**src/design/ltd_pkg.sv**
```systemverilog
// ----------------------------------------------------------------------------
// Lexer token DFA package
// Token kinds, error causes, scanner states, character codes and the result
// record shared by the scanner step logic and the top level.
// ----------------------------------------------------------------------------
package ltd_pkg;

    localparam int NUM_WIDTH_DEF  = 32;
    localparam int LINE_WIDTH_DEF = 16;

    localparam int LIMIT_W = 6;
    localparam logic [LIMIT_W-1:0] ID_LIMIT_RESET = 6'd20;

    localparam int KIND_W  = 5;
    localparam int ERR_W   = 3;
    localparam int VALUE_W = 32;
    localparam int LEN_W   = 8;
    localparam int LNUM_W  = 16;

    typedef enum logic [KIND_W-1:0] {
        TK_ID, TK_NUM, TK_RNUM, TK_PLUS, TK_MINUS, TK_MUL, TK_DIV, TK_LT, TK_LE,
        TK_DEF, TK_GT, TK_GE, TK_ENDDEF, TK_EQ, TK_NE, TK_ASSIGNOP, TK_COLON,
        TK_RANGEOP, TK_SEMICOL, TK_COMMA, TK_SQBO, TK_SQBC, TK_BO, TK_BC,
        TK_END, TK_ERROR
    } token_kind_t;

    typedef enum logic [ERR_W-1:0] {
        ERR_NONE, ERR_INVALID_CHAR, ERR_DOT_DIGIT, ERR_EXP_DIGIT, ERR_SIGN_DIGIT,
        ERR_EQ_EQ, ERR_BANG_EQ, ERR_DOT_DOT
    } err_code_t;

    typedef enum logic [4:0] {
        S_START, S_ID, S_NUM, S_NUMDOT, S_RFRAC, S_EXP, S_EXPSIGN, S_EXPDIG,
        S_STAR, S_COMM, S_COMMSTAR, S_LT, S_GT, S_EQ, S_BANG, S_COLON, S_DOT
    } scan_state_t;

    localparam logic [7:0] CH_TAB        = 8'h09;
    localparam logic [7:0] CH_LF         = 8'h0A;
    localparam logic [7:0] CH_CR         = 8'h0D;
    localparam logic [7:0] CH_SPACE      = 8'h20;
    localparam logic [7:0] CH_BANG       = 8'h21;
    localparam logic [7:0] CH_LPAREN     = 8'h28;
    localparam logic [7:0] CH_RPAREN     = 8'h29;
    localparam logic [7:0] CH_STAR       = 8'h2A;
    localparam logic [7:0] CH_PLUS       = 8'h2B;
    localparam logic [7:0] CH_COMMA      = 8'h2C;
    localparam logic [7:0] CH_MINUS      = 8'h2D;
    localparam logic [7:0] CH_DOT        = 8'h2E;
    localparam logic [7:0] CH_SLASH      = 8'h2F;
    localparam logic [7:0] CH_ZERO       = 8'h30;
    localparam logic [7:0] CH_NINE       = 8'h39;
    localparam logic [7:0] CH_COLON      = 8'h3A;
    localparam logic [7:0] CH_SEMICOL    = 8'h3B;
    localparam logic [7:0] CH_LESS       = 8'h3C;
    localparam logic [7:0] CH_EQUAL      = 8'h3D;
    localparam logic [7:0] CH_GREATER    = 8'h3E;
    localparam logic [7:0] CH_UPPER_A    = 8'h41;
    localparam logic [7:0] CH_UPPER_E    = 8'h45;
    localparam logic [7:0] CH_UPPER_Z    = 8'h5A;
    localparam logic [7:0] CH_LBRACKET   = 8'h5B;
    localparam logic [7:0] CH_RBRACKET   = 8'h5D;
    localparam logic [7:0] CH_UNDERSCORE = 8'h5F;
    localparam logic [7:0] CH_LOWER_A    = 8'h61;
    localparam logic [7:0] CH_LOWER_E    = 8'h65;
    localparam logic [7:0] CH_LOWER_Z    = 8'h7A;

    typedef struct packed {
        token_kind_t        kind;
        err_code_t          err;
        logic [VALUE_W-1:0] value;
        logic [LEN_W-1:0]   len;
        logic [LNUM_W-1:0]  line;
        logic               is_last;
    } result_t;

endpackage

```
**src/design/lexer_token_dfa.sv**
```systemverilog
// An accepted transaction writes its results into the result queue register, and
// results leave from the queue head. Throughput: one input transaction per cycle
// while the four-entry queue has room for two results; two tokens leave one by one.
// The scanner transition is one pass of logic between the state and queue registers.
// Reset (aresetn low, synchronous): scanner to start, line counter to one,
// identifier limit to 20, result queue emptied.
// ----------------------------------------------------------------------------
// Lexer token DFA
// Byte-stream lexical scanner with a result queue on the master side.
// ----------------------------------------------------------------------------
module lexer_token_dfa
    import ltd_pkg::*;
#(
    parameter int NUM_WIDTH  = NUM_WIDTH_DEF,
    parameter int LINE_WIDTH = LINE_WIDTH_DEF
) (
    input  logic               aclk,
    input  logic               aresetn,
    input  logic               cfg_wr_en,
    input  logic [LIMIT_W-1:0] cfg_wr_data,   // max_identifier_length
    input  logic               s_tvalid,
    output logic               s_tready,
    input  logic [7:0]         s_tdata,       // [7:0] char_code
    input  logic [0:0]         s_tuser,       // [0] end_of_input
    output logic               m_tvalid,
    input  logic               m_tready,
    output logic [63:0]        m_tdata,       // [2:0] error_code, [34:3] num_value,
                                              // [42:35] lexeme_length,
                                              // [58:43] line_number, [63:59] zero
    output logic [KIND_W-1:0]  m_tuser,       // [4:0] token_kind
    output logic               m_tlast
);

    localparam int QDEPTH = 4;
    localparam int QPTR_W = $clog2(QDEPTH);
    localparam int QCNT_W = QPTR_W + 1;

    logic [LIMIT_W-1:0]    limit_reg;
    scan_state_t           state_reg, state_next;
    logic [LIMIT_W-1:0]    ident_reg, ident_next;
    logic [NUM_WIDTH-1:0]  acc_reg, acc_next;
    logic [LEN_W-1:0]      cnt_reg, cnt_next;
    logic [LINE_WIDTH-1:0] line_reg, line_next;

    result_t               res0;
    result_t               res1;
    logic [1:0]            res_count;

    result_t               queue_reg [QDEPTH];
    logic [QPTR_W-1:0]     wr_ptr_reg, rd_ptr_reg;
    logic [QCNT_W-1:0]     fill_reg, fill_next;
    logic                  accept;
    logic                  pop;
    logic [1:0]            push_n;
    result_t               head;

    ltd_step #(
        .NUM_WIDTH  (NUM_WIDTH),
        .LINE_WIDTH (LINE_WIDTH)
    ) u_step (
        .ident_limit       (limit_reg),
        .char_code         (s_tdata),
        .end_of_input      (s_tuser[0]),
        .scan_state        (state_reg),
        .ident_length      (ident_reg),
        .number_accum      (acc_reg),
        .lexeme_count      (cnt_reg),
        .line_counter      (line_reg),
        .scan_state_next   (state_next),
        .ident_length_next (ident_next),
        .number_accum_next (acc_next),
        .lexeme_count_next (cnt_next),
        .line_counter_next (line_next),
        .res0              (res0),
        .res1              (res1),
        .res_count         (res_count)
    );

    assign s_tready  = (fill_reg <= QCNT_W'(QDEPTH - 2));
    assign accept    = s_tvalid && s_tready;
    assign m_tvalid  = (fill_reg != '0);
    assign pop       = m_tvalid && m_tready;
    assign push_n    = accept ? res_count : 2'd0;
    assign fill_next = fill_reg + QCNT_W'(push_n) - QCNT_W'(pop);

    always_ff @(posedge aclk) begin
        if (!aresetn) begin
            limit_reg <= ID_LIMIT_RESET;
        end else if (cfg_wr_en) begin
            limit_reg <= cfg_wr_data;
        end
    end

    always_ff @(posedge aclk) begin
        if (!aresetn) begin
            state_reg <= S_START;
            ident_reg <= '0;
            acc_reg   <= '0;
            cnt_reg   <= '0;
            line_reg  <= LINE_WIDTH'(1);
        end else if (accept) begin
            state_reg <= state_next;
            ident_reg <= ident_next;
            acc_reg   <= acc_next;
            cnt_reg   <= cnt_next;
            line_reg  <= line_next;
        end
    end

    always_ff @(posedge aclk) begin
        if (!aresetn) begin
            wr_ptr_reg <= '0;
            rd_ptr_reg <= '0;
            fill_reg   <= '0;
        end else begin
            wr_ptr_reg <= wr_ptr_reg + QPTR_W'(push_n);
            rd_ptr_reg <= rd_ptr_reg + QPTR_W'(pop);
            fill_reg   <= fill_next;
        end
    end

    always_ff @(posedge aclk) begin
        if (push_n != 2'd0) begin
            queue_reg[wr_ptr_reg] <= res0;
        end
        if (push_n == 2'd2) begin
            queue_reg[wr_ptr_reg + QPTR_W'(1)] <= res1;
        end
    end

    assign head    = queue_reg[rd_ptr_reg];
    assign m_tdata = {5'b00000, head.line, head.len, head.value, head.err};
    assign m_tuser = head.kind;
    assign m_tlast = head.is_last;

endmodule

```
**src/design/ltd_step.sv**
```systemverilog
// ----------------------------------------------------------------------------
// Lexer token DFA step
// One scanner transition: from the current scanner state and one input byte
// (or end of input) form the next state and up to two tokens.
// ----------------------------------------------------------------------------
module ltd_step
    import ltd_pkg::*;
#(
    parameter int NUM_WIDTH  = NUM_WIDTH_DEF,
    parameter int LINE_WIDTH = LINE_WIDTH_DEF
) (
    input  logic [LIMIT_W-1:0]    ident_limit,
    input  logic [7:0]            char_code,
    input  logic                  end_of_input,
    input  scan_state_t           scan_state,
    input  logic [LIMIT_W-1:0]    ident_length,
    input  logic [NUM_WIDTH-1:0]  number_accum,
    input  logic [LEN_W-1:0]      lexeme_count,
    input  logic [LINE_WIDTH-1:0] line_counter,
    output scan_state_t           scan_state_next,
    output logic [LIMIT_W-1:0]    ident_length_next,
    output logic [NUM_WIDTH-1:0]  number_accum_next,
    output logic [LEN_W-1:0]      lexeme_count_next,
    output logic [LINE_WIDTH-1:0] line_counter_next,
    output result_t               res0,
    output result_t               res1,
    output logic [1:0]            res_count
);

    localparam int SUM_W = NUM_WIDTH + 4;

    logic                  c_letter;
    logic                  c_digit;
    logic                  c_blank;
    logic                  c_nl;
    logic [NUM_WIDTH-1:0]  digit_val;
    logic [SUM_W-1:0]      acc_sum;
    logic [NUM_WIDTH-1:0]  acc_add;
    logic [LEN_W-1:0]      cnt_up;
    logic [LINE_WIDTH-1:0] line_up;

    scan_state_t           st_state;
    logic [LIMIT_W-1:0]    st_ident;
    logic [NUM_WIDTH-1:0]  st_acc;
    logic                  st_emit;
    token_kind_t           st_kind;
    err_code_t             st_err;

    logic                  rescan;
    logic                  a_v;
    token_kind_t           a_kind;
    err_code_t             a_err;
    logic [NUM_WIDTH-1:0]  a_val;
    logic [LEN_W-1:0]      a_len;
    logic                  b_v;
    token_kind_t           b_kind;
    err_code_t             b_err;
    logic [LEN_W-1:0]      b_len;
    result_t               res_a;
    result_t               res_b;

    assign c_letter = ((char_code >= CH_LOWER_A) && (char_code <= CH_LOWER_Z)) ||
                      ((char_code >= CH_UPPER_A) && (char_code <= CH_UPPER_Z));
    assign c_digit  = (char_code >= CH_ZERO) && (char_code <= CH_NINE);
    assign c_nl     = (char_code == CH_LF);
    assign c_blank  = (char_code == CH_SPACE) || (char_code == CH_TAB) ||
                      (char_code == CH_CR) || c_nl;

    assign digit_val = NUM_WIDTH'(char_code - CH_ZERO);
    assign acc_sum   = SUM_W'({number_accum, 3'b000}) + SUM_W'({number_accum, 1'b0}) +
                       SUM_W'(digit_val);
    assign acc_add   = (|acc_sum[SUM_W-1:NUM_WIDTH]) ? {NUM_WIDTH{1'b1}}
                                                     : acc_sum[NUM_WIDTH-1:0];
    assign cnt_up    = (&lexeme_count) ? lexeme_count : lexeme_count + LEN_W'(1);
    assign line_up   = (&line_counter) ? line_counter : line_counter + LINE_WIDTH'(1);

    // start-state scan of the byte
    always_comb begin
        st_state = S_START;
        st_ident = '0;
        st_acc   = '0;
        st_emit  = 1'b0;
        st_kind  = TK_ERROR;
        st_err   = ERR_NONE;
        if (c_letter) begin
            st_ident = LIMIT_W'(1);
            st_state = S_ID;
        end else if (c_digit) begin
            st_acc   = digit_val;
            st_state = S_NUM;
        end else if (!c_blank) begin
            case (char_code)
                CH_DOT:      st_state = S_DOT;
                CH_STAR:     st_state = S_STAR;
                CH_LESS:     st_state = S_LT;
                CH_GREATER:  st_state = S_GT;
                CH_EQUAL:    st_state = S_EQ;
                CH_BANG:     st_state = S_BANG;
                CH_COLON:    st_state = S_COLON;
                CH_SEMICOL:  begin st_emit = 1'b1; st_kind = TK_SEMICOL; end
                CH_COMMA:    begin st_emit = 1'b1; st_kind = TK_COMMA;   end
                CH_LBRACKET: begin st_emit = 1'b1; st_kind = TK_SQBO;    end
                CH_RBRACKET: begin st_emit = 1'b1; st_kind = TK_SQBC;    end
                CH_LPAREN:   begin st_emit = 1'b1; st_kind = TK_BO;      end
                CH_RPAREN:   begin st_emit = 1'b1; st_kind = TK_BC;      end
                CH_PLUS:     begin st_emit = 1'b1; st_kind = TK_PLUS;    end
                CH_MINUS:    begin st_emit = 1'b1; st_kind = TK_MINUS;   end
                CH_SLASH:    begin st_emit = 1'b1; st_kind = TK_DIV;     end
                default: begin
                    st_emit = 1'b1;
                    st_kind = TK_ERROR;
                    st_err  = ERR_INVALID_CHAR;
                end
            endcase
        end
    end

    // transition of the pending token
    always_comb begin
        scan_state_next   = scan_state;
        ident_length_next = ident_length;
        number_accum_next = number_accum;
        lexeme_count_next = lexeme_count;
        line_counter_next = line_counter;
        rescan = 1'b0;
        a_v    = 1'b0;
        a_kind = TK_ERROR;
        a_err  = ERR_NONE;
        a_val  = '0;
        a_len  = lexeme_count;
        b_v    = 1'b0;
        b_kind = TK_END;
        b_err  = ERR_NONE;
        b_len  = '0;
        if (end_of_input) begin
            a_v = 1'b1;
            case (scan_state)
                S_ID:      a_kind = TK_ID;
                S_NUM:     begin a_kind = TK_NUM; a_val = number_accum; end
                S_NUMDOT:  a_err = ERR_DOT_DIGIT;
                S_RFRAC,
                S_EXPDIG:  a_kind = TK_RNUM;
                S_EXP:     a_err = ERR_EXP_DIGIT;
                S_EXPSIGN: a_err = ERR_SIGN_DIGIT;
                S_STAR:    begin a_kind = TK_MUL;   a_len = LEN_W'(1); end
                S_LT:      begin a_kind = TK_LT;    a_len = LEN_W'(1); end
                S_GT:      begin a_kind = TK_GT;    a_len = LEN_W'(1); end
                S_EQ:      begin a_err = ERR_EQ_EQ;   a_len = LEN_W'(1); end
                S_BANG:    begin a_err = ERR_BANG_EQ; a_len = LEN_W'(1); end
                S_COLON:   begin a_kind = TK_COLON; a_len = LEN_W'(1); end
                S_DOT:     begin a_err = ERR_DOT_DOT; a_len = LEN_W'(1); end
                default:   a_v = 1'b0;
            endcase
            b_v               = 1'b1;
            scan_state_next   = S_START;
            ident_length_next = '0;
            number_accum_next = '0;
            lexeme_count_next = '0;
            line_counter_next = LINE_WIDTH'(1);
        end else begin
            case (scan_state)
                S_ID: begin
                    if ((c_letter || c_digit || (char_code == CH_UNDERSCORE)) &&
                        (ident_length < ident_limit)) begin
                        ident_length_next = ident_length + LIMIT_W'(1);
                        lexeme_count_next = cnt_up;
                    end else begin
                        a_v = 1'b1; a_kind = TK_ID; rescan = 1'b1;
                    end
                end
                S_NUM: begin
                    if (c_digit) begin
                        number_accum_next = acc_add;
                        lexeme_count_next = cnt_up;
                    end else if (char_code == CH_DOT) begin
                        lexeme_count_next = cnt_up;
                        scan_state_next   = S_NUMDOT;
                    end else begin
                        a_v = 1'b1; a_kind = TK_NUM; a_val = number_accum; rescan = 1'b1;
                    end
                end
                S_NUMDOT: begin
                    if (c_digit) begin
                        lexeme_count_next = cnt_up;
                        scan_state_next   = S_RFRAC;
                    end else if (char_code == CH_DOT) begin
                        a_v    = 1'b1;
                        a_kind = TK_NUM;
                        a_val  = number_accum;
                        a_len  = lexeme_count - LEN_W'(1);
                        b_v    = 1'b1;
                        b_kind = TK_RANGEOP;
                        b_len  = LEN_W'(2);
                        scan_state_next = S_START;
                    end else begin
                        a_v = 1'b1; a_err = ERR_DOT_DIGIT; rescan = 1'b1;
                    end
                end
                S_RFRAC: begin
                    if (c_digit) begin
                        lexeme_count_next = cnt_up;
                    end else if ((char_code == CH_UPPER_E) || (char_code == CH_LOWER_E)) begin
                        lexeme_count_next = cnt_up;
                        scan_state_next   = S_EXP;
                    end else begin
                        a_v = 1'b1; a_kind = TK_RNUM; rescan = 1'b1;
                    end
                end
                S_EXP: begin
                    if ((char_code == CH_PLUS) || (char_code == CH_MINUS)) begin
                        lexeme_count_next = cnt_up;
                        scan_state_next   = S_EXPSIGN;
                    end else if (c_digit) begin
                        lexeme_count_next = cnt_up;
                        scan_state_next   = S_EXPDIG;
                    end else begin
                        a_v = 1'b1; a_err = ERR_EXP_DIGIT; rescan = 1'b1;
                    end
                end
                S_EXPSIGN: begin
                    if (c_digit) begin
                        lexeme_count_next = cnt_up;
                        scan_state_next   = S_EXPDIG;
                    end else begin
                        a_v = 1'b1; a_err = ERR_SIGN_DIGIT; rescan = 1'b1;
                    end
                end
                S_EXPDIG: begin
                    if (c_digit) begin
                        lexeme_count_next = cnt_up;
                    end else begin
                        a_v = 1'b1; a_kind = TK_RNUM; rescan = 1'b1;
                    end
                end
                S_STAR: begin
                    if (char_code == CH_STAR) begin
                        scan_state_next = S_COMM;
                    end else begin
                        a_v = 1'b1; a_kind = TK_MUL; rescan = 1'b1;
                    end
                end
                S_COMM: begin
                    if (c_nl) line_counter_next = line_up;
                    if (char_code == CH_STAR) scan_state_next = S_COMMSTAR;
                end
                S_COMMSTAR: begin
                    if (c_nl) line_counter_next = line_up;
                    scan_state_next = (char_code == CH_STAR) ? S_START : S_COMM;
                end
                S_LT: begin
                    a_v = 1'b1;
                    if (char_code == CH_EQUAL) begin
                        a_kind = TK_LE; a_len = LEN_W'(2); scan_state_next = S_START;
                    end else if (char_code == CH_LESS) begin
                        a_kind = TK_DEF; a_len = LEN_W'(2); scan_state_next = S_START;
                    end else begin
                        a_kind = TK_LT; rescan = 1'b1;
                    end
                end
                S_GT: begin
                    a_v = 1'b1;
                    if (char_code == CH_EQUAL) begin
                        a_kind = TK_GE; a_len = LEN_W'(2); scan_state_next = S_START;
                    end else if (char_code == CH_GREATER) begin
                        a_kind = TK_ENDDEF; a_len = LEN_W'(2); scan_state_next = S_START;
                    end else begin
                        a_kind = TK_GT; rescan = 1'b1;
                    end
                end
                S_EQ: begin
                    a_v = 1'b1;
                    if (char_code == CH_EQUAL) begin
                        a_kind = TK_EQ; a_len = LEN_W'(2); scan_state_next = S_START;
                    end else begin
                        a_err = ERR_EQ_EQ; rescan = 1'b1;
                    end
                end
                S_BANG: begin
                    a_v = 1'b1;
                    if (char_code == CH_EQUAL) begin
                        a_kind = TK_NE; a_len = LEN_W'(2); scan_state_next = S_START;
                    end else begin
                        a_err = ERR_BANG_EQ; rescan = 1'b1;
                    end
                end
                S_COLON: begin
                    a_v = 1'b1;
                    if (char_code == CH_EQUAL) begin
                        a_kind = TK_ASSIGNOP; a_len = LEN_W'(2); scan_state_next = S_START;
                    end else begin
                        a_kind = TK_COLON; rescan = 1'b1;
                    end
                end
                S_DOT: begin
                    a_v = 1'b1;
                    if (char_code == CH_DOT) begin
                        a_kind = TK_RANGEOP; a_len = LEN_W'(2); scan_state_next = S_START;
                    end else begin
                        a_err = ERR_DOT_DOT; rescan = 1'b1;
                    end
                end
                default: rescan = 1'b1;
            endcase
            if (rescan) begin
                scan_state_next   = st_state;
                ident_length_next = st_ident;
                number_accum_next = st_acc;
                lexeme_count_next = LEN_W'(1);
                if (c_nl) line_counter_next = line_up;
                b_v    = st_emit;
                b_kind = st_kind;
                b_err  = st_err;
                b_len  = LEN_W'(1);
            end
        end
    end

    // pack and compact the two slots
    always_comb begin
        res_a.kind    = a_kind;
        res_a.err     = a_err;
        res_a.value   = VALUE_W'(a_val);
        res_a.len     = a_len;
        res_a.line    = LNUM_W'(line_counter);
        res_a.is_last = !b_v;
        res_b.kind    = b_kind;
        res_b.err     = b_err;
        res_b.value   = '0;
        res_b.len     = b_len;
        res_b.line    = LNUM_W'(line_counter);
        res_b.is_last = 1'b1;
        res0      = a_v ? res_a : res_b;
        res1      = res_b;
        res_count = 2'(a_v) + 2'(b_v);
    end

endmodule

```
**config.mk**
```make
export PLATFORM = sky130hd
export DESIGN_NAME = lexer_token_dfa
export DESIGN_NICKNAME = d
export VERILOG_FILES = /design/src/design/ltd_pkg.sv /design/src/design/lexer_token_dfa.sv /design/src/design/ltd_step.sv
export SDC_FILE = /design/constraint.sdc
export NUM_CORES = 1
export LEC_CHECK = 0
export BUFFER_PORTS_ARGS = -buffer_cell sky130_fd_sc_hd__buf_2
export CORE_UTILIZATION = 30
export CTS_BUF_LIST = sky130_fd_sc_hd__clkbuf_4
export DETAILED_ROUTE_END_ITERATION = 12
export PLACE_DENSITY = 0.58
export SLEW_MARGIN = 30
export SYNTH_ARGS = -nofsm -noshare
export SYNTH_HDL_FRONTEND = slang
export SYNTH_SLANG_ARGS = --single-unit
```
**constraint.sdc**
```tcl
create_clock -name aclk -period 4.9 [get_ports aclk]
set_input_delay 0.245 -clock aclk [delete_from_list [all_inputs] [get_ports aclk]]
set_output_delay 0.245 -clock aclk [all_outputs]
set_load 0.02 [all_outputs]
```
==> flow_summary.json, run 1 <==
{
  "antenna_violations_before_repair": 10,
  "die_area_sq_um": 64000,
  "numCtsBuffers": 88,
  "cts_root_buffer": "sky130_fd_sc_hd__clkbuf_4",
  "synth-seq-area-share_pct": 41.1,
  "buffer_ports.inserted": 86,
  "cts_post_setup_buffers_inserted": 0,
  "relSlewSlack_pct": 38.9,
  "outcome": "finished clean",
  "die_w_um": 253,
  "clock_latency_ns": 0.85,
  "syn_to_final_growth_pct": 16.0,
  "multi_input_comb_area_sq_um": 10400,
  "setup_repair_after_global_routing_missed_its_margin": "no",
  "grt_overflow_total": 0,
  "worst_endpoint_required_time_ns": 5.62,
  "die-height_um": 253,
  "synth_top_flop_cell": "sky130_fd_sc_hd__dfxtp_1",
  "dp_cells": 2901,
  "final_layout_size_suffix_gt1_share_pct": 18.5,
  "finalCriticalPeriod_ns": 4.35,
  "worstPathMaxFanout": 40,
  "synth.area.top_cells": "sky130_fd_sc_hd__dfxtp_1, sky130_fd_sc_hd__edfxtp_1, sky130_fd_sc_hd__mux4_2",
  "synth.cells.most_frequent": "sky130_fd_sc_hd__nand2_1, sky130_fd_sc_hd__dfxtp_1, sky130_fd_sc_hd__o21ai_0",
  "globalRouteTotalUtil_pct": 18.8,
  "post_detailed_placement_cell_area_sq_um": 20600,
  "grt_pass1_wl_mm": 93.9,
  "synth_enable_flop_cells": 96,
  "post_cts.resized_instances": 0,
  "timing.hold.worst.class": "in2reg",
  "vias_in_the_first_global_route": 16300,
  "grt_max_degree": 44,
  "ff_latch_area_sq_um": 7770,
  "placeableCoreArea_sq_um": 61900,
  "max_freq_ghz": 0.230,
  "final.setup_skew_ns": 0.0544,
  "via_density_per_instance": 5.41,
  "final_core_util_pct": 35.4,
  "synthDominantCellAreaShare_pct": 25.9,
  "power.static_leakage_uw": 0.00798,
  "synth.largest_area_cell": "sky130_fd_sc_hd__dfxtp_1",
  "drc": 0,
  "timing.setup.critical_path_class": "reg2reg",
  "synth-seq-cells": 340,
  "timing.final.hold_violations": 0,
  "fp-row-count": 91,
  "cts.sink_count": 340,
  "routabilityCongestion": 0.970,
  "route.final.wire_length_mm": 60.1,
  "critical_path_data_arrival_time_ns": 5.07,
  "final_cell_count_no_fill": 3077,
  "routed_wire_length_per_instance_um": 19.5,
  "crit_path_end_kind": "flop",
  "detailedRoute.firstPassIterationCount": 7,
  "yosysMostFrequentCell": "sky130_fd_sc_hd__nand2_1",
  "min_period_over_period_pct": 88.7,
  "synthesized_instance_count": 2031,
  "largest_reg_flops": 260,
  "post_synthesis_average_cell_area_sq_um": 9.30,
  "drt.antenna.violating_nets": 0,
  "layout.nets": 2280,
  "synthesis.yosys.warnings": 0,
  "tritoncts_clock_tree": "yes",
  "initial_core_util_pct": 30.5,
  "detailed_place_hpwl_mm": 42.3,
  "nFillCells": 6437,
  "power_density_nw_per_um2": 339,
  "dr_total_vias": 16600,
  "timing.critical_path.from_type": "flop",
  "worst_setup_hold_path_clk_slew_ns": 0.06,
  "ioPinCount": 92,
  "ir_drop_mv": 0.182,
  "worst_pin_slew_ns": 0.907,
  "fin_area_sq_um": 21900,
  "synth-async-reset-ratio_pct": 0,
  "synth.cell_area_sq_um": 18900,
  "detailedRoute.firstIterationViolations": 1326,
  "fin_max_slew_vios": 0,
  "cts_buffer_depth": 3,
  "maxCapViolCount": 0,
  "pwr_total_uw": 7420,
  "totalNegativeSetupSlack_ns": 0,
  "netlist-cell-type-count": 90,
  "h-tree-depth": 3,
  "timing.final.setup_violations": 0,
  "cts-hold-fix-buffers": 20
}
final timing paths:
check / depth (start not counted) / startpoint / slack (ns) / end
min: 4 / s_tuser / 0.15 / line_reg[5]$_SDFFE_PN0P_
max reg2reg: 16 / state_reg[4]$_SDFFE_PN0P_ / 0.55 / queue_reg[1][44]$_SDFFE_PP0N_
max: 16 / state_reg[4]$_SDFFE_PN0P_ / 0.55 / queue_reg[1][44]$_SDFFE_PP0N_
min reg2reg: 2 / queue_reg[2][53]$_SDFFE_PP0N_ / 0.45 / queue_reg[2][53]$_SDFFE_PP0N_
final cells by class:
type	count	area share (%)
well taps	837	4.78
multi-input cells	1511	47.5
inverters	37	0.634
clock inverters	25	0.868
flip-flops and latches	340	35.5
clock buffers	122	4.18
diodes	9	0.103
repair buffers	196	6.48
where the power goes:
| group | internal (uW) | switching, uW |
|---|---|---|
| registers | 3030 | 181 |
| clock network | 1300 | 1180 |
| logic | 656 | 1080 |
| total | 4990 | 2440 |
placed cells by master, fill, tap and decap left out, types with 31 or more instances in the layout:
cell type / netlist / routed
sky130_fd_sc_hd__a21oi_1: 114 / 114
sky130_fd_sc_hd__buf_2: 15 / 86
sky130_fd_sc_hd__buf_4: 8 / 81
sky130_fd_sc_hd__clkbuf_4: 0 / 122
sky130_fd_sc_hd__dfxtp_1: 244 / 242
sky130_fd_sc_hd__edfxtp_1: 96 / 96
sky130_fd_sc_hd__fa_1: 31 / 31
sky130_fd_sc_hd__ha_1: 55 / 55
sky130_fd_sc_hd__inv_1: 34 / 34
sky130_fd_sc_hd__mux4_2: 65 / 65
sky130_fd_sc_hd__nand2_1: 329 / 329
sky130_fd_sc_hd__nand3_1: 35 / 35
sky130_fd_sc_hd__nor2_1: 99 / 94
sky130_fd_sc_hd__nor2b_1: 73 / 73
sky130_fd_sc_hd__nor3_1: 43 / 43
sky130_fd_sc_hd__o21ai_0: 234 / 234
critical path, stage by stage, from the launching register on:
cell,delay [ns]
sky130_fd_sc_hd__dfxtp_1,0.71
sky130_fd_sc_hd__nand2b_1,0.36
sky130_fd_sc_hd__nor3_1,0.16
sky130_fd_sc_hd__nand2_1,0.09
sky130_fd_sc_hd__a21oi_1,0.11
sky130_fd_sc_hd__or4_1,0.54
sky130_fd_sc_hd__nor3_1,0.25
sky130_fd_sc_hd__nand2b_1,0.20
sky130_fd_sc_hd__inv_2,0.05
sky130_fd_sc_hd__ha_1,0.32
sky130_fd_sc_hd__o21ai_0,0.31
sky130_fd_sc_hd__buf_4,0.19
sky130_fd_sc_hd__nor2_1,0.11
sky130_fd_sc_hd__nor2_4,0.12
sky130_fd_sc_hd__buf_4,0.46
sky130_fd_sc_hd__nand2_1,0.12
sky130_fd_sc_hd__o21ai_0,0.10
metrics by stage:
step           hold WS [ns]  setup WS [ns]
2_1_floorplan         0.375          0.189
3_3_place_gp          0.428          0.525
3_5_place_dp          0.436          0.359
4_1_cts              0.0820          0.613
5_1_grt               0.143          0.296
6_report              0.146          0.553
logic make-up (layout without fill, tap and decap cells):
family,Yosys count,in the layout,share of synthesized area [%]
flip-flops,340,340,41.1
multiplexers,74,74,8.23
adder cells (fa/ha/maj),86,86,6.93
AO/OA/AOI/OAI,595,595,19.7
AND/OR/NAND/NOR,705,705,17.8
buffers and inverters,184,380,4.07
other,1,14,0.0199
XOR/XNOR,46,46,2.13
metal layers:
layer / global-route usage (%) / vias up / share of wire (%)
li1: - / 7783 / -
met1: 26.0 / 8081 / 45
met2: 28.8 / 645 / 45
met3: 3.77 / 118 / 7.4
met4: 6.87 / 8 / 2.6
met5: 0 / - / 0.083
(Power assumes the default switching activity.)
==> run 2, diff against run 1 <==
- MAX_ROUTING_LAYER: not set -> met4
- REMOVE_ABC_BUFFERS: not set -> 1
==> flow_summary.json, run 2 (synthesis results as in run 1) <==
{
  "outcome": "finished clean",
  "via_density_per_instance": 5.43,
  "route.final.wire_length_mm": 61.9,
  "post_cts.resized_instances": 0,
  "crit_path_end_kind": "flop",
  "place_worst_setup_slack_ns": 0.356,
  "drc": 0,
  "dr_total_vias": 16700,
  "detailed_place_hpwl_mm": 42.8,
  "grt_overflow_total": 0,
  "initial_core_util_pct": 30.5,
  "timing.final.setup_violations": 0,
  "numCtsBuffers": 85,
  "tritoncts_clock_tree": "yes",
  "routed_wire_length_per_instance_um": 20.1,
  "clock_latency_ns": 0.78,
  "max_freq_ghz": 0.223,
  "combinational_share_of_power_pct": 25.5,
  "routabilityCongestion": 0.964,
  "power_frac_clock_pct": 31.7,
  "critical-path-slowest-cell": "sky130_fd_sc_hd__and4_1",
  "fin_max_slew_vios": 0,
  "worstPathMaxFanout": 10,
  "placeableCoreArea_sq_um": 61900,
  "ioPinCount": 92,
  "globalRouteTotalUtil_pct": 19.9,
  "die_area_sq_um": 64000,
  "setup_slack_ns": 0.421,
  "largest_reg_flops": 260,
  "worstReg2RegEnd": "acc_reg[1]$_SDFFE_PN0P_",
  "timing.critical_path.mode_cell": "sky130_fd_sc_hd__fa_1",
  "relSlewSlack_pct": 36.9,
  "crit_path_start": "acc_reg[2]$_SDFFE_PN0P_",
  "internal_power_uw": 4860,
  "detailedRoute.firstIterationViolations": 1462,
  "power.static_leakage_uw": 0.00798,
  "final_core_util_pct": 35.4,
  "worst_pin_slew_ns": 0.936,
  "power_density_nw_per_um2": 333,
  "timing.reg2reg.setup_slack_ns": 0.42,
  "layout.nets": 2279,
  "setup_repair_after_global_routing_missed_its_margin": "no",
  "sw_frac_of_total_pct": 33.3,
  "crit_family": "compound AO/OA/AOI/OAI gates",
  "timing.critical_path.from_type": "flop",
  "maxCapViolCount": 0,
  "antenna_violations_before_repair": 6,
  "timing.hold.worst.class": "in2reg",
  "die-height_um": 253,
  "holdPathStages": 4,
  "cts_buffer_depth": 3,
  "syn_to_final_growth_pct": 16.0,
  "h-tree-depth": 3,
  "sequentialPowerShare_pct": 42.8,
  "ir_drop_mv": 0.404,
  "switching_power_uw": 2430,
  "drt.antenna.violating_nets": 0,
  "die_w_um": 253,
  "timing.critical_path.cells": "fa_1 -> fa_1 -> a211oi_1 -> o211ai_1 -> a221o_1 -> a41oi_1 -> o21ai_0 -> a31oi_1 -> and4_1 -> a22oi_1 -> a22o_1",
  "timing.rr.start": "acc_reg[2]$_SDFFE_PN0P_",
  "vias_in_the_first_global_route": 16800,
  "timing.critical_path.depth": 11,
  "timing.setup.critical_path_class": "reg2reg",
  "cpPeakStageDelay_ns": 0.57,
  "hold_end": "acc_reg[3]$_SDFFE_PN0P_",
  "most-common-layout-cells": "sky130_fd_sc_hd__nand2_1, sky130_fd_sc_hd__dfxtp_1, sky130_fd_sc_hd__o21ai_0, sky130_fd_sc_hd__clkbuf_4, sky130_fd_sc_hd__a21oi_1",
  "cts.sink_count": 340,
  "worst-r2r-cell-count": 11,
  "grt_max_degree": 67,
  "final_layout_size_suffix_gt1_share_pct": 18.5,
  "cts_root_buffer": "sky130_fd_sc_hd__clkbuf_4",
  "cts_post_setup_buffers_inserted": 0,
  "grt_pass1_wl_mm": 96.2,
  "critical_path_data_arrival_time_ns": 5.08,
  "detailedRoute.firstPassIterationCount": 6,
  "hold_path.startpoint": "s_tdata[3]",
  "final.setup_skew_ns": 0.0734,
  "buffer_ports.inserted": 86,
  "cp.buffers_inverters": 0,
  "finalCriticalPeriod_ns": 4.48,
  "layout.cells.most_common": "sky130_fd_sc_hd__nand2_1",
  "fp-row-count": 91,
  "worst_endpoint_required_time_ns": 5.51,
  "cts-hold-fix-buffers": 18,
  "min_period_over_period_pct": 91.4,
  "worst_setup_hold_path_clk_slew_ns": 0.05,
  "timing.final.hold_violations": 0
}
## run 2: cell types whose count changed in the layout (fill, tap and decap cells not counted), sizes merged
cell	previous run	this run
clkinv	19	21
clkinvlp	2	3
dlygate4sd3	20	18
buf	176	180
clkbuf	122	123
bufinv	3	0
inv	38	39
diode	9	6
## run 2: worst max path at each step
stage and to:
3_5_place_dp acc_reg[1]$_SDFFE_PN0P_, 4_1_cts acc_reg[1]$_SDFFE_PN0P_, 2_1_floorplan queue_reg[1][0]$_SDFFE_PP1N_, 5_1_grt acc_reg[3]$_SDFFE_PN0P_, 6_report acc_reg[1]$_SDFFE_PN0P_, 3_3_place_gp acc_reg[3]$_SDFFE_PN0P_
## run 2: power by group through the flow
| stage | combinational (uW) | clock [uW] | sequential (uW) |
|---|---|---|---|
| 6_report | 1860 | 2310 | 3120 |
| 5_1_grt | 1990 | 2530 | 3130 |
| 4_1_cts | 1870 | 2380 | 3120 |
| 3_5_place_dp | 1850 | 0 | 3180 |
| 3_3_place_gp | 1850 | 0 | 3180 |
| 2_1_floorplan | 1010 | 0 | 3260 |
## run 2: per-layer routing
layer | up-vias | wire [um] | track usage [%] | part of all wire [%]
li1 | 7782 | - | - | -
met1 | 8233 | 27200 | 25.8 | 44
met2 | 598 | 29200 | 31.4 | 47
met3 | 96 | 4010 | 3.24 | 6.5
met4 | 0 | 1500 | 7.03 | 2.4
met5 | - | 0 | - | 0
## run 2: layout make-up
cell class	instances	area (sq um)
Timing Repair Buffer	198	1490
Clock buffer	123	923
Fill cell	6386	40000
Sequential cell	340	7770
Multi-Input combinational cell	1511	10400
Clock inverter	26	121
Antenna cell	6	15.0
Inverter	37	139
Tap cell	837	1050
## run 2: worst reg2reg max path, stage by stage, from the launching register on
cell and delay (ns):
sky130_fd_sc_hd__dfxtp_1 0.56, sky130_fd_sc_hd__fa_1 0.54, sky130_fd_sc_hd__fa_1 0.50, sky130_fd_sc_hd__a211oi_1 0.44, sky130_fd_sc_hd__o211ai_1 0.14, sky130_fd_sc_hd__a221o_1 0.40, sky130_fd_sc_hd__a41oi_1 0.38, sky130_fd_sc_hd__o21ai_0 0.19
sky130_fd_sc_hd__a31oi_1 0.25, sky130_fd_sc_hd__and4_1 0.57, sky130_fd_sc_hd__a22oi_1 0.18, sky130_fd_sc_hd__a22o_1 0.21
## run 2: through the flow
step,total power [uW],cells,setup TNS (ns),hold slack (ns),instance area [sq um]
finish,7290,3078,0,0.124,21900
global route,7660,3077,0,0.140,21900
CTS,7370,3072,0,0.0649,21900
detailed placement,5040,2905,0,0.437,20700
global placement,5020,2905,0,0.428,20700
floorplan,4280,1888,-321.76,0.344,18300
==> run 3, diff against run 2 <==
- CORE_UTILIZATION: 30 -> 48
- PLACE_DENSITY: 0.58 -> 0.79
==> flow_summary.json, run 3 (synthesis results as in run 1) <==
{
  "die_w_um": 200,
  "hold_ws_ns": 0.0402,
  "detailed_place_hpwl_mm": 39.8,
  "ir_drop_mv": 0.193,
  "timing.reg2reg.setup_slack_ns": 0.41,
  "finalCriticalPeriod_ns": 4.49,
  "multi_input_comb_area_sq_um": 10400,
  "routabilityCongestion": 0.992,
  "relSlewSlack_pct": 29.3,
  "grt_overflow_total": 0,
  "drt.antenna.violating_nets": 0,
  "crit_family": "compound AO/OA/AOI/OAI gates",
  "outcome": "finished clean",
  "cts_root_buffer": "sky130_fd_sc_hd__clkbuf_4",
  "worst_endpoint_required_time_ns": 5.48,
  "most-common-layout-cells": "sky130_fd_sc_hd__nand2_1, sky130_fd_sc_hd__dfxtp_1, sky130_fd_sc_hd__o21ai_0, sky130_fd_sc_hd__clkbuf_4, sky130_fd_sc_hd__a21oi_1",
  "die_area_sq_um": 40200,
  "cts_post_setup_buffers_inserted": 0,
  "route.final.wire_length_mm": 56.5,
  "tritoncts_clock_tree": "yes",
  "final_core_util_pct": 54.9,
  "detailedRoute.firstPassIterationCount": 9,
  "fin_area_sq_um": 21200,
  "antenna_violations_before_repair": 1,
  "timing.hold.worst.class": "in2reg",
  "ioPinCount": 92,
  "totalNegativeSetupSlack_ns": 0,
  "critical-path-slowest-cell": "sky130_fd_sc_hd__fa_1",
  "timing.final.setup_violations": 0,
  "post_detailed_placement_cell_area_sq_um": 20100,
  "cts.sink_count": 340,
  "layout.nets": 2258,
  "maxCapViolCount": 0,
  "dr_total_vias": 16900,
  "worstPathMaxFanout": 15,
  "h-tree-depth": 3,
  "max_freq_ghz": 0.223,
  "critical_path_data_arrival_time_ns": 5.07,
  "dp_cells": 2574,
  "setup_repair_after_global_routing_missed_its_margin": "no",
  "final.setup_skew_ns": 0.0385,
  "power.static_leakage_uw": 0.00786,
  "drc": 0,
  "syn_to_final_growth_pct": 12.5,
  "via_density_per_instance": 6.22,
  "fp-row-count": 72,
  "final_layout_size_suffix_gt1_share_pct": 17.9,
  "min_period_over_period_pct": 91.6,
  "layout.cells.most_common": "sky130_fd_sc_hd__nand2_1",
  "timing.final.hold_violations": 0,
  "grt_pass1_wl_mm": 90.0,
  "worst_pin_slew_ns": 1.05,
  "initial_core_util_pct": 48.8,
  "cpPeakStageDelay_ns": 0.53,
  "timing.critical_path.from_type": "flop",
  "cts_buffer_depth": 3,
  "placeableCoreArea_sq_um": 38700,
  "buffer_ports.inserted": 86,
  "crit_path_end_kind": "flop",
  "cp.buffers_inverters": 0,
  "detailedRoute.firstIterationViolations": 1524,
  "final_cell_count_no_fill": 2725,
  "globalRouteTotalUtil_pct": 28.8,
  "power_density_nw_per_um2": 333,
  "die-height_um": 200,
  "routed_wire_length_per_instance_um": 20.7,
  "ff_latch_area_sq_um": 7770,
  "timing.setup.critical_path_class": "reg2reg",
  "timing.critical_path.cells": "fa_1 -> fa_1 -> a211oi_1 -> o211ai_1 -> a221o_1 -> a41oi_1 -> o21ai_0 -> a31oi_1 -> nand3_1 -> a221oi_1 -> o21ai_0",
  "grt_max_degree": 57,
  "numCtsBuffers": 80,
  "largest_reg_flops": 260,
  "worst_setup_hold_path_clk_slew_ns": 0.07,
  "clock_latency_ns": 0.72,
  "fin_max_slew_vios": 0,
  "nFillCells": 3328,
  "vias_in_the_first_global_route": 16600
}
[run 3: changes by cell type in the layout (fill, tap and decap cells not counted), sizes merged]
cell / previous run / this run
clkbuf: 123 / 116
clkinvlp: 3 / 1
buf: 180 / 168
dlygate4sd3: 18 / 14
inv: 39 / 37
diode: 6 / 1
clkinv: 21 / 19
[run 3: power breakdown]
part	internal, uW	leakage, uW	switching [uW]	total [uW]
clock network	1090	0.000578	1100	2190
logic	652	0.00442	1090	1740
registers	3030	0.00286	123	3150
total	4760	0.00786	2310	7080
[run 3: metal layers]
layer,global-route usage (%),wire (um),vias to the layer above
met5,-,0,-
met4,11.8,1710,0
met3,4.80,4740,139
met2,45.0,26400,847
met1,37.1,23700,8237
li1,-,-,7716
[run 3: repair_timing]
action / in CTS / in global routing
gates resized for setup: 0 / 0
hold endpoints to repair: 6 / 0
hold buffers: 14 / 0
[run 3: layout make-up]
class	instances	area share (%)
tap	518	3.05
sequential	340	36.6
antenna	1	0.0118
clock buffer	116	4.10
timing repair buffer	182	6.23
clock inverter	20	0.400
inverter	37	0.654
multi-input combinational	1511	49.0
[run 3: through the flow]
step | worst slack [ns] | power, uW
floorplan | -1.81 | 4280
global placement | 0.177 | 4910
detailed placement | 0.0168 | 4930
CTS | 0.438 | 7090
global route | 0.0840 | 7370
finish | 0.410 | 7080
[run 3: worst paths after layout]
| kind | startpoint | to | cells past startpoint |
|---|---|---|---|
| worst max-delay path | acc_reg[2]$_SDFFE_PN0P_ | acc_reg[31]$_SDFFE_PN0P_ | 11 |
| worst min-delay path | m_tready | rd_ptr_reg[0]$_SDFF_PN0_ | 4 |
| worst max register to register | acc_reg[2]$_SDFFE_PN0P_ | acc_reg[31]$_SDFFE_PN0P_ | 11 |
| worst min register to register | queue_reg[3][20]$_SDFFE_PP0N_ | queue_reg[3][20]$_SDFFE_PP0N_ | 2 |
[run 3: worst reg2reg max path, cell delays in order (launching register included)]
cell and delay [ns]:
sky130_fd_sc_hd__dfxtp_1 0.52, sky130_fd_sc_hd__fa_1 0.53, sky130_fd_sc_hd__fa_1 0.50, sky130_fd_sc_hd__a211oi_1 0.33, sky130_fd_sc_hd__o211ai_1 0.12, sky130_fd_sc_hd__a221o_1 0.37, sky130_fd_sc_hd__a41oi_1 0.37, sky130_fd_sc_hd__o21ai_0 0.28
sky130_fd_sc_hd__a31oi_1 0.27, sky130_fd_sc_hd__nand3_1 0.52, sky130_fd_sc_hd__a221oi_1 0.44, sky130_fd_sc_hd__o21ai_0 0.12
